### src/rtl/box3_pkg.sv
`timescale 1ns / 1ps
// Shared types and constants of the 3x3 RGB box filter.
// No dependencies; box3_window, box3_div and the top level refer to it by scoped names.
package box3_pkg;

	localparam int CHAN_W     = 8;
	localparam int PIX_W      = 3 * CHAN_W;
	localparam int SUM_W      = 12;   // nine 8-bit samples plus rounding bias
	localparam int COL_W      = 12;
	localparam int ROW_W      = 16;
	localparam int WCFG_W     = 13;
	localparam int CFG_DATA_W = 16;
	localparam int CFG_IDX_W  = 1;

	localparam int MAX_WIDTH_DEF = 4096;
	localparam int WIDTH_LIMIT   = 4096;
	localparam int WIN_SIDE      = 3;
	localparam int WIN_ENTRIES   = WIN_SIDE * (WIN_SIDE - 1);

	localparam logic [WCFG_W-1:0] WIDTH_RST  = 13'd4096;
	localparam logic [ROW_W-1:0]  HEIGHT_RST = 16'hFFFF;

	localparam logic [CFG_IDX_W-1:0] REG_IMAGE_WIDTH  = 1'b0;
	localparam logic [CFG_IDX_W-1:0] REG_IMAGE_HEIGHT = 1'b1;

	// floor(x/9) == (x * 3641) >> 15 for every x below 32768
	localparam int                RECIP_W    = 12;
	localparam logic [RECIP_W-1:0] RECIP_M   = 12'd3641;
	localparam int                RECIP_SH   = 15;
	localparam logic [SUM_W-1:0]  ROUND_BIAS = 12'd4;

	typedef logic [PIX_W-1:0] pix_t;

	typedef struct packed {
		logic [SUM_W-1:0] blue;
		logic [SUM_W-1:0] green;
		logic [SUM_W-1:0] red;
	} sums_t;

	typedef struct packed {
		logic [ROW_W-1:0] row;
		logic [COL_W-1:0] col;
		logic             last;
	} coord_t;

endpackage

### src/rtl/box3_window.sv
`timescale 1ns / 1ps
// 3x3 window: two stored columns plus the incoming column, nine-sample sums.
// Depends on box3_pkg.
module box3_window (
	input  logic           clk,
	input  logic           arst_n,
	input  logic           shift,
	input  box3_pkg::pix_t top,
	input  box3_pkg::pix_t mid,
	input  box3_pkg::pix_t bot,
	output box3_pkg::sums_t sums
);

	box3_pkg::pix_t  win_q [box3_pkg::WIN_ENTRIES];
	box3_pkg::sums_t sums_s2;
	logic [box3_pkg::SUM_W-1:0] acc [3];

	always_comb begin
		for (int k = 0; k < 3; k++) begin
			acc[k] = box3_pkg::SUM_W'(top[k*box3_pkg::CHAN_W +: box3_pkg::CHAN_W])
			       + box3_pkg::SUM_W'(mid[k*box3_pkg::CHAN_W +: box3_pkg::CHAN_W])
			       + box3_pkg::SUM_W'(bot[k*box3_pkg::CHAN_W +: box3_pkg::CHAN_W]);
			for (int e = 0; e < box3_pkg::WIN_ENTRIES; e++) begin
				acc[k] = acc[k]
				       + box3_pkg::SUM_W'(win_q[e][k*box3_pkg::CHAN_W +: box3_pkg::CHAN_W]);
			end
		end
	end

	always_ff @(posedge clk or negedge arst_n) begin
		if (!arst_n) begin
			for (int e = 0; e < box3_pkg::WIN_ENTRIES; e++) begin
				win_q[e] <= '0;
			end
		end else if (shift) begin
			// oldest column out, newest column in (top, mid, bottom)
			win_q[0] <= win_q[3];
			win_q[1] <= win_q[4];
			win_q[2] <= win_q[5];
			win_q[3] <= top;
			win_q[4] <= mid;
			win_q[5] <= bot;
		end
	end

	always_ff @(posedge clk) begin
		if (shift) begin
			sums_s2.red   <= acc[0];
			sums_s2.green <= acc[1];
			sums_s2.blue  <= acc[2];
		end
	end

	assign sums = sums_s2;

endmodule

### config.mk
export PLATFORM = sky130hd
export DESIGN_NAME = box3_window
export DESIGN_NICKNAME = d
export VERILOG_FILES = /design/src/rtl/box3_pkg.sv /design/src/rtl/box3_window.sv
export SDC_FILE = /design/constraint.sdc
export NUM_CORES = 1
export LEC_CHECK = 0
export ABC_AREA = 1
export BUFFER_PORTS_ARGS = -buffer_cell sky130_fd_sc_hd__clkbuf_2
export CAP_MARGIN = 20
export CORE_UTILIZATION = 60
export DETAILED_ROUTE_END_ITERATION = 8
export GPL_ROUTABILITY_DRIVEN = 0
export GPL_TIMING_DRIVEN = 0
export PLACE_DENSITY = 0.8
export SYNTH_ARGS = -nofsm -noshare
export SYNTH_HDL_FRONTEND = slang
export SYNTH_SLANG_ARGS = --single-unit
### constraint.sdc
create_clock -name clk -period 10.81 [get_ports clk]
set_clock_uncertainty 0.15 [all_clocks]
set_input_delay 1.081 -clock clk [delete_from_list [all_inputs] [get_ports clk]]
set_output_delay 1.081 -clock clk [all_outputs]
set_load 0.005 [all_outputs]
* After elaboration in Yosys (flattened, before gate mapping)
Index checks and enable logic that the tools add are counted.
Word-level totals: flip-flop bits (word level) 180, input port bits 75, logic and storage cells 33
Cells by class: add/sub/neg operators 24
Operators with widths (count):
- $add 12x8->12 | 12
- $add 11x8->12 | 3
- $add 10x8->11 | 3
- $add 9x8->10 | 3
- $add 8x8->9 | 3

* Depth between registers and ports, before layout
word-level depth 8, depth in mapped cells 18

* Worst setup path after synthesis
Ideal clock, no wire load.
path type input to register, start point input port top[18], end point register sums_s2, in the netlist sums[34] (data pin), arrival time 4.193 ns, slack 6.214 ns, stages 16, buffers on the path 0, cells stage by stage inv_1 fa_1 inv_1 fa_1 fa_1 inv_1 fa_1 inv_1 ha_1 fa_1 nand2_1 nand2_1 nand3_1 nand2_1 nand2_1 nand2_1
RTL lines:
- from (decl) | line box3_window.sv:8 | input box3_pkg::pix_t top,
- to (decl) | line box3_window.sv:15 | box3_pkg::sums_t sums_s2;

==> results by group <==
Status
  – Outcome: finished clean

Routing
  – Residual DRC: 0
  – DRT iter0 DRCs: 415
  – Antenna viol nets, final: 0
  – DR vias: 8072
  – Via-per-instance ratio: 5.08
  – TritonRoute pass-1 iters: 5
  – Final wirelength: 25.8 mm
  – Routed length per instance: 16.3 um

Finish
  – Fill count: 1470
  – Core Util, Final: 0.693
  – Fraction of layout cells with a size suffix above 1: 0.174
  – Area growth, synth to finish: 12.4%
  – Diodes inserted: 0
  – Post-layout nets: 1588
  – Layout Cells excl Fill: 1590

Clock network
  – Clock transition at path regs: 0.07 ns
  – H-tree depth: 4
  – Post-CTS sizing: 0
  – Latest clock arrival within the worst-skew pair: 0.44 ns
  – Post-CTS setup buffers: 0
  – CTS Hold Bufs: 0
  – Clk buf depth: 2
  – Inserted Clock Buffers: 17
  – CTS tree: built
  – Clk sinks: 180
  – Root buffer selected by CTS: clkbuf_16

Logic synthesis
  – Synth Area per Inst: 10.3 um^2
  – Simple-Gate Fraction of Synth Area: 0.0880
  – Yosys top cell area share: 0.297
  – Largest family of logic cells by synthesized area: adder cells
  – Synth Area in XOR/XNOR: 0.00650
  – Post-synthesis compound-gate area fraction: 0.0735
  – Leading area contributor after synthesis: dfrtp_1
  – Syn Nets: 1457
  – Yosys reg bits: 180
  – Mapped Cells: 1181
  – Mapped Area: 12100 um^2
  – Synth unique cells: 24
  – Area contributors post-synth: dfrtp_1 30%, fa_1 27%, inv_1 10%
  – Adder-cell area share of the yosys netlist: 0.308
  – Seq/Total Area, Yosys: 0.386
  – Mux cell area share after synthesis: 0.0102
  – Syn. warnings: 0

Global routing
  – Initial antenna violation count: 0
  – Total GRT Usage: 0.276
  – Congestion Overflow GR: 0
  – Largest net degree at the start of global routing: 74
  – Vias in the first global route: 8604
  – First-pass GRT wire length: 42.2 mm

Floorplanning
  – Die H: 144 um
  – Starting Density: 0.617
  – Core area: 19700 um^2
  – # IOs: 111
  – Die extent in x: 144 um
  – Die area: 20800 um^2
  – Row count: 51

Power
  – Clk pwr share: 0.131
  – Flop pwr share: 0.228
  – Combinational Power Share: 0.641
  – Lkg Pwr: 7.06 nW
  – P_int: 2.52 mW
  – P_sw: 2.09 mW
  – Switch share: 0.453
  – Max IR drop VDD: 0.000389 V
  – Pwr per Cell Area: 338 nW/um^2

Setup path
  – Startpoint Class: input pin
  – Critical-path cell list: clkbuf_2 > inv_1 > fa_1 > inv_1 > fa_1 > fa_1 > inv_1 > fa_1 > inv_1 > ha_1 > inv_1 > fa_1 > inv_1 > nand2_1 > nand2_1 > nand3_1 > nand3_1 > nand2_1
  – Crit-path slowest cell: fa_1
  – R2R Path Start: win_q[82]
  – CP peak stage delay: 0.54 ns
  – Critical Path AT: 4.51 ns
  – Critical path launch point: top[2]
  – Worst EP required: 10.86 ns
  – Kind of end point of the critical path: register
  – Worst-path maximum fanout: 3
  – Setup Crit Path Kind: input pin to register
  – Critical Path Most Common Cell: inv_1
  – Critical R2R Capture: sums[22]
  – Reg-to-reg slack, setup: 6.68 ns
  – Reg2reg path depth: 15

Run
  – Max-cap violations: 0

STA
  – RSZ-0062 raised after global routing: no
  – Hold slack: 0.387 ns
  – Period utilization: 0.413
  – Worst slew pin tran: 0.656 ns
  – Maximum clock frequency: 224 MHz
  – Final worst path period need: 4.46 ns
  – Hold Fails Final Rpt: 0
  – Final setup margin: 6.35 ns
  – Final setup TNS: 0 ns
  – Slew Limit Fails: 0
  – Final setup viols: 0
  – Relative slew margins: 0.563

Placement
  – Port bufs: 110
  – HPWL Detailed: 19.6 mm
  – Inst Count DP: 1557
  – Worst slack at placement: 5.88 ns

Hold path
  – Worst Hold Class: register to register
  – Hold Path Sink: win_q[142]
  – Hold path startpoint: win_q[142]
  – WHS Path Cells: 1
## cell families after synthesis
group	Yosys count
AO/OA/AOI/OAI	145
XOR/XNOR	9
adder cells (fa/ha/maj)	201
buffers and inverters	365
flip-flops	180
multiplexers	11
AND/OR/NAND/NOR	270
## worst max-delay path by stage
stage	to	slack [ns]	cells after the start
final	sums[10]	6.35	18
after CTS	sums[10]	6.34	18
after global placement	sums[10]	5.94	18
after floorplan	sums[34]	6.21	16
after global routing	sums[8]	6.13	18
after detailed placement	sums[10]	5.88	18
## cells in the mapped netlist
master,instances
inv_1,334
nand2_1,157
xor2_1,3
mux2_2,11
or2_1,1
edfxtp_1,36
o21ai_1,17
nor2_1,82
buf_12,1
a21oi_1,37
clkbuf_1,3
fa_1,162
a21oi_2,44
buf_2,1
o21ai_0,47
nand3b_1,4
nand3_1,20
dfrtp_1,144
or2_2,3
ha_1,39
buf_4,9
nor3_1,3
buf_6,17
xnor2_1,6
## final cells by class
type | instances | area (um^2) | share of cell area
clock buffers | 18 | 450 | 0.0331
multi-input cells | 636 | 5890 | 0.432
flip-flops and latches | 180 | 4680 | 0.344
clock inverters | 14 | 114 | 0.00835
repair buffers | 112 | 607 | 0.0445
well taps | 265 | 332 | 0.0243
plain buffers | 31 | 295 | 0.0217
inverters | 334 | 1250 | 0.0920
## worst max-delay path, delay by kind of cell
kind,cells,cell delay (ns)
fa+ha+maj,6,2.55
buf+inv,7,0.46
simple gates,5,0.41
## routing by layer
layer	global-route usage	routed length, um	up-vias
li1	-	-	3739
met1	0.349	10600	4025
met5	0	0	-
met4	0.101	612	0
met3	0.0490	1350	53
met2	0.480	13300	255
## state kept, by name, indices dropped and copies added (netlist names)
register	flops
win_q	144
sums	36
## cells in the final DEF (no fill, tap or decap), types with 18 or more instances in the layout
| cell | synthesis | routed |
|---|---|---|
| fa_1 | 162 | 162 |
| edfxtp_1 | 36 | 36 |
| o21ai_0 | 47 | 47 |
| nor2_1 | 82 | 82 |
| a21oi_2 | 44 | 44 |
| dfrtp_1 | 144 | 144 |
| clkbuf_2 | 0 | 109 |
| a21oi_1 | 37 | 37 |
| nand2_1 | 157 | 157 |
| inv_1 | 334 | 334 |
| nand3_1 | 20 | 20 |
| ha_1 | 39 | 39 |
| clkbuf_16 | 0 | 18 |
## power groups by stage
stage	clock (mW)	combinational, mW	sequential [mW]
after detailed placement	0	2.94	1.07
after CTS	0.610	2.98	1.05
after global routing	0.638	3.42	1.07
after floorplan	0	2.23	1.07
after global placement	0	2.80	1.06
final	0.603	2.95	1.05
## metrics by stage
step / cell area [um^2] / power (mW)
after floorplan: 12100 / 3.30
after global placement: 13000 / 3.86
after detailed placement: 13000 / 4.00
after CTS: 13600 / 4.64
after global routing: 13600 / 5.13
final: 13600 / 4.61
Note: power is estimated with default switching activity, not from simulation.
