==> src/rtl/box3_pkg.sv <==
`timescale 1ns / 1ps
// Shared types and constants of the 3x3 RGB box filter.
// No dependencies; box3_window, box3_div and the top level refer to it by scoped names.
package box3_pkg;

	localparam int CHAN_W     = 8;
	localparam int PIX_W      = 3 * CHAN_W;
	localparam int SUM_W      = 12;   // nine 8-bit samples plus rounding bias
	localparam int COL_W      = 12;
	localparam int ROW_W      = 16;
	localparam int WCFG_W     = 13;
	localparam int CFG_DATA_W = 16;
	localparam int CFG_IDX_W  = 1;

	localparam int MAX_WIDTH_DEF = 4096;
	localparam int WIDTH_LIMIT   = 4096;
	localparam int WIN_SIDE      = 3;
	localparam int WIN_ENTRIES   = WIN_SIDE * (WIN_SIDE - 1);

	localparam logic [WCFG_W-1:0] WIDTH_RST  = 13'd4096;
	localparam logic [ROW_W-1:0]  HEIGHT_RST = 16'hFFFF;

	localparam logic [CFG_IDX_W-1:0] REG_IMAGE_WIDTH  = 1'b0;
	localparam logic [CFG_IDX_W-1:0] REG_IMAGE_HEIGHT = 1'b1;

	// floor(x/9) == (x * 3641) >> 15 for every x below 32768
	localparam int                RECIP_W    = 12;
	localparam logic [RECIP_W-1:0] RECIP_M   = 12'd3641;
	localparam int                RECIP_SH   = 15;
	localparam logic [SUM_W-1:0]  ROUND_BIAS = 12'd4;

	typedef logic [PIX_W-1:0] pix_t;

	typedef struct packed {
		logic [SUM_W-1:0] blue;
		logic [SUM_W-1:0] green;
		logic [SUM_W-1:0] red;
	} sums_t;

	typedef struct packed {
		logic [ROW_W-1:0] row;
		logic [COL_W-1:0] col;
		logic             last;
	} coord_t;

endpackage

==> src/rtl/box3_div.sv <==
`timescale 1ns / 1ps
// Output stage: rounded divide by nine through a reciprocal multiply, result register.
// Depends on box3_pkg.
module box3_div (
	input  logic                            clk,
	input  logic                            load,
	input  box3_pkg::sums_t                 sums,
	input  box3_pkg::coord_t                coord_in,
	output logic [box3_pkg::CHAN_W-1:0]     red,
	output logic [box3_pkg::CHAN_W-1:0]     green,
	output logic [box3_pkg::CHAN_W-1:0]     blue,
	output box3_pkg::coord_t                coord_out
);

	localparam int PROD_W = box3_pkg::SUM_W + box3_pkg::RECIP_W;

	logic [box3_pkg::CHAN_W-1:0] red_q, green_q, blue_q;
	box3_pkg::coord_t            coord_q;

	function automatic logic [box3_pkg::CHAN_W-1:0] div9(input logic [box3_pkg::SUM_W-1:0] s);
		logic [box3_pkg::SUM_W-1:0] x;
		logic [PROD_W-1:0]          p;
		x = s + box3_pkg::ROUND_BIAS;
		p = PROD_W'(x) * PROD_W'(box3_pkg::RECIP_M);
		return p[box3_pkg::RECIP_SH +: box3_pkg::CHAN_W];
	endfunction

	always_ff @(posedge clk) begin
		if (load) begin
			red_q   <= div9(sums.red);
			green_q <= div9(sums.green);
			blue_q  <= div9(sums.blue);
			coord_q <= coord_in;
		end
	end

	assign red       = red_q;
	assign green     = green_q;
	assign blue      = blue_q;
	assign coord_out = coord_q;

endmodule

==> config.mk <==
export PLATFORM = sky130hd
export DESIGN_NAME = box3_div
export DESIGN_NICKNAME = d
export VERILOG_FILES = /design/src/rtl/box3_pkg.sv /design/src/rtl/box3_div.sv
export SDC_FILE = /design/constraint.sdc
export NUM_CORES = 1
export LEC_CHECK = 0
export BUFFER_PORTS_ARGS = -buffer_cell sky130_fd_sc_hd__buf_2
export CAP_MARGIN = 20
export CORE_MARGIN = 2
export CORE_UTILIZATION = 45
export CTS_CLUSTER_SIZE = 12
export DETAILED_ROUTE_END_ITERATION = 8
export HOLD_SLACK_MARGIN = 0.05
export PLACE_DENSITY = 0.65
export SETUP_SLACK_MARGIN = 0.15
export SYNTH_ARGS = -nofsm -noshare
export SYNTH_HDL_FRONTEND = slang
export SYNTH_SLANG_ARGS = --single-unit
==> constraint.sdc <==
create_clock -name clk -period 13.31 [get_ports clk]
set_input_delay 1.9965 -clock clk [delete_from_list [all_inputs] [get_ports clk]]
set_output_delay 1.9965 -clock clk [all_outputs]
set_load 0.1 [all_outputs]
# Yosys cells after proc, flatten, opt, wreduce, memory -nomap -nowiden
# Cells that the tools add are included.
[word_totals]
regBits = 53
in_bits = 67
output_inout_bits = 53
wordCells = 12
[classes]
addsub = 3
n_mul = 3
[ops]
columns = ["operator", "n"]
rows = [
  ["$mul 12x12->23 const B", 3],
  ["$add 12x3->12 const B", 3],
]

# Longest topological paths before layout
[logic_depth]
ltp_word = 2
depth_mapped = 23
depth_no_buf = 23

# Worst setup path after synthesis
# No wires, ideal clock.
[synth_path]
path_kind = "in2reg"
start = "in sums[30] (netlist name)"
end = "reg blue_q (netlist bit blue[7]) (data pin)"
setup_time_ns = 0.265
arrival_time_ns = 6.705
required_time_ns = 13.045
slack_ns = 6.339
cell_stages = 20
n_path_buf = 0
path_cell_list = "and3_1 -> and3_1 -> nand3_1 -> xor2_1 -> fa_1 -> inv_1 -> ha_1 -> inv_1 -> fa_1 -> inv_1 -> fa_1 -> inv_1 -> fa_1 -> inv_1 -> ha_1 -> nand2_1 -> o32ai_2 -> o311ai_4 -> o211a_1 -> or3_1"
[synth_between]
elab_chain_cells = 2
[synth_lines]
columns = ["item", "line_no", "rtl"]
rows = [
  ["start: declaration", "box3_div.sv:7", "input box3_pkg::sums_t sums,"],
  ["$add 12x3->12", "box3_div.sv:23", "x = s + box3_pkg::ROUND_BIAS;"],
  ["$mul 12x12->23", "box3_div.sv:24", "p = PROD_W'(x) * PROD_W'(box3_pkg::RECIP_M);"],
  ["end signal: assignment", "box3_div.sv:32", "blue_q <= div9(sums.blue);"],
  ["end: declaration", "box3_div.sv:17", "logic [box3_pkg::CHAN_W-1:0] red_q, green_q, blue_q;"],
]
# Every way passes these cells.
# A chain may end at the register's enable or synchronous reset.

# Worst setup path after layout
[layout_path]
start = "in sums[28] (netlist name)"
end = "reg blue_q (netlist bit blue[7]) (data pin)"
# Same word-level chain as after synthesis.

==> key figures <==
Critical path
  • Levels on crit path: 21
  • Setup CP Type: input pin to flop
  • Worst EP arrival: 7.14 ns
  • Worst path cell trace: buf_2, and3_1, and3_1, nand3_1, xor2_1, fa_1, inv_1, ha_1, inv_1, fa_1, inv_1, fa_1, inv_1, fa_1, inv_1, ha_1, nand2_1, o32ai_2, o311ai_4, o211a_1, or3_1
  • Buf+Inv Stages, Crit Path: 6
  • CP Capture Type: flop
  • Cell class contributing the biggest share of worst-path delay: adder cells
  • Crit path max fanout: 7
  • Crit path from: sums[28]
  • Most frequent CP cell: inv_1
  • Crit path largest cell delay: 0.53 ns
  • Crit path to: blue[7]
  • Worst path slowest cell: fa_1
  • Startpoint Class: input pin
  • CP required: 13.36 ns

Detailed routing
  • WL/cell: 13.62 um
  • Vias: 5701
  • Routed length on met3: 557 um
  • Met1 WL: 7360 um
  • WL met2: 7840 um
  • First DRT Iteration DRCs: 141
  • # DRC: 0
  • Top sig layer: met4
  • Vias per cell: 4.877
  • Post-Route WL: 15930 um
  • Pre-Repair DR Iteration Count: 4
  • Routed Antenna Nets: 0

STA
  • Fin crit period: 7.096 ns
  • Hold slack: 1.869 ns
  • Max-slew violation count: 0
  • Worst-Margin Slew: 0.6966 ns
  • Setup TNS: 0 ns
  • Rel. slew slack: 0.5356
  • Tcrit/Tclk final: 0.5332
  • Max frequency: 140.9 MHz
  • RSZ-0062 raised after global routing: no
  • Fin. Hold Viols: 0
  • Final setup violation count: 0

Job
  • Max Cap Viol: 0

Synth
  • Sequential element share of the synthesized area: 0.1922
  • Adder-cell share of the synthesized area: 0.4681
  • EDFF count, synth: 53
  • Main combinational cell family by area after synthesis: adder cells
  • Mux cell area share after synthesis: 0.002569
  • Avg Cell Area, Syn: 10.19 um2
  • Synthesized instance count: 813
  • Complex-gate fraction of the synthesized area: 0.09172
  • Synthesized-area fraction occupied by xor and xnor cells: 0.09943
  • Post-Synth Simple-Gate Area: 0.06256
  • Synth Net Count: 1153
  • Top_reg_cell synth: edfxtp_1
  • Seq cells post-synth: 53
  • Asr flop ratio synth: 0
  • Yosys cell types: 52
  • Syn. warnings: 0
  • Synth Cell Area: 8280 um2

GRT
  • Vias in the first global route: 6031
  • First-pass GRT wire length: 27520 um
  • Largest net degree at the start of global routing: 54
  • Total GRT Usage: 0.1716
  • Grt ovf: 0
  • Initial antenna violation count: 1

CTS
  • Clock root buffer: clkbuf_16
  • # clock sinks: 53
  • TritonCTS buffer count: 5
  • CTS resizes: 0
  • Post-CTS Setup Repair Bufs: 0
  • Post-cts hold buffer count: 0
  • H-tree depth: 2
  • CTS max path bufs: 2
  • Reg clk slew, reported paths: 0.07 ns
  • CTS tree: built

Die
  • Die Area: 19500 um2
  • Core Box Area: 18020 um2
  • Die Y: 139.7 um
  • Ports: 120
  • Std-Cell Rows: 49
  • Die X: 139.7 um
  • Initial Util: 0.4594

Place
  • Port Buffer Count: 119
  • HPWL after DPL: 14130 um
  • GPL Wtd Cong: 0.8605
  • Placed insts: 1161

Layout
  • Filler-free cell count of the finished design: 1169
  • Fillers: 1703
  • Area growth syn-to-layout: 12.47%
  • Layout cell share with drive strength beyond 1: 0.1447
  • ANT cells: 0
  • Final net count: 1279

Run status
  • Status: finished, final reports clean

Worst hold path
  • Hold Path Class: input pin to flop
==> cells in the mapped netlist (all sizes together) (3+ instances only) <==
library cell | instances | area share
nand2 | 20 | 0.0091
nor3 | 6 | 0.0036
xnor2 | 63 | 0.067
ha | 213 | 0.32
inv | 183 | 0.083
and2 | 3 | 0.0023
a21oi | 24 | 0.015
nand4 | 5 | 0.0038
nand3 | 20 | 0.012
o21bai | 13 | 0.012
fa | 60 | 0.15
a21o | 18 | 0.016
edfxtp | 53 | 0.19
o21a | 6 | 0.0054
nor2 | 18 | 0.0082
or3 | 3 | 0.0023
nor2b | 4 | 0.0030
o21ai | 15 | 0.0091
and3 | 11 | 0.0083
nand2b | 3 | 0.0023
xor2 | 31 | 0.033
a31oi | 5 | 0.0056
==> layout by cell type (no fill, tap or decap), types with 2 or more instances in the layout <==
master,Yosys,routed
inv_1,183,183
o21ai_0,14,14
o41a_1,2,2
or3_1,3,3
nand2_1,20,20
nor2_1,18,18
and2_1,3,3
edfxtp_1,53,53
nor2b_1,4,4
o21a_1,6,6
and3_1,11,11
nand2b_1,3,3
o31ai_1,2,2
o211ai_1,2,2
buf_2,0,119
nand4_1,5,5
fa_1,60,60
o21bai_1,13,13
a2111oi_0,2,2
a21oi_1,24,24
xor2_1,31,31
a31oi_1,4,4
or2_2,2,2
xnor2_1,63,63
ha_1,213,213
nand3_1,20,20
clkbuf_16,0,5
a21o_1,18,18
nand3b_1,2,2
o22ai_1,2,2
nor3_1,6,6
o2111ai_1,2,2
==> worst min-delay path by stage <==
stage | start | endpoint | slack [ns] | depth (start not counted)
5_1_grt | coord_in[0] | coord_out[0] | 1.85 | 1
6_report | coord_in[5] | coord_out[5] | 1.87 | 1
2_1_floorplan | coord_in[0] | coord_out[0] | 2.10 | 0
4_1_cts | coord_in[5] | coord_out[5] | 1.85 | 1
3_3_place_gp | coord_in[22] | coord_out[22] | 2.17 | 1
3_5_place_dp | coord_in[17] | coord_out[17] | 2.17 | 1
==> metrics by stage <==
step	area, um2	worst slack (ns)	util
floorplan	8280	6.339	-
global placement	9166	5.987	0.5085
detailed placement	9166	5.907	0.5085
CTS	9313	6.219	0.5167
global route	9313	5.937	0.5167
finish	9313	6.214	0.5167
==> cell families (layout without fill, tap and decap cells) <==
kind of cell,after synthesis,in the layout
compound gates,105,105
xor+xnor,94,94
fa+ha+maj,274,274
buf+inv,184,311
flops,53,53
mux,2,2
simple gates,101,101
==> metal layers <==
metal	vias up	track usage
li1	2999	-
met1	2611	0.2194
met2	79	0.3093
met3	12	0.02891
met4	0	0.02947
met5	-	0
==> registers in the layout, indices dropped and copies added (netlist names) <==
signal / count
blue: 8
coord_out: 29
green: 8
red: 8
==> final cells by class <==
| class | instances | area [um2] | share of cell area |
|---|---|---|---|
| sequential | 53 | 1592 | 0.1709 |
| tap | 229 | 286.5 | 0.03077 |
| inverter | 183 | 686.9 | 0.07376 |
| multi-input combinational | 576 | 5998 | 0.6441 |
| clock buffer | 5 | 125.1 | 0.01344 |
| clock inverter | 3 | 21.27 | 0.002284 |
| timing repair buffer | 120 | 603.1 | 0.06476 |
Power is not shown: default switching activity piles up to over one toggle a cycle in this logic, so the estimate is an artifact.
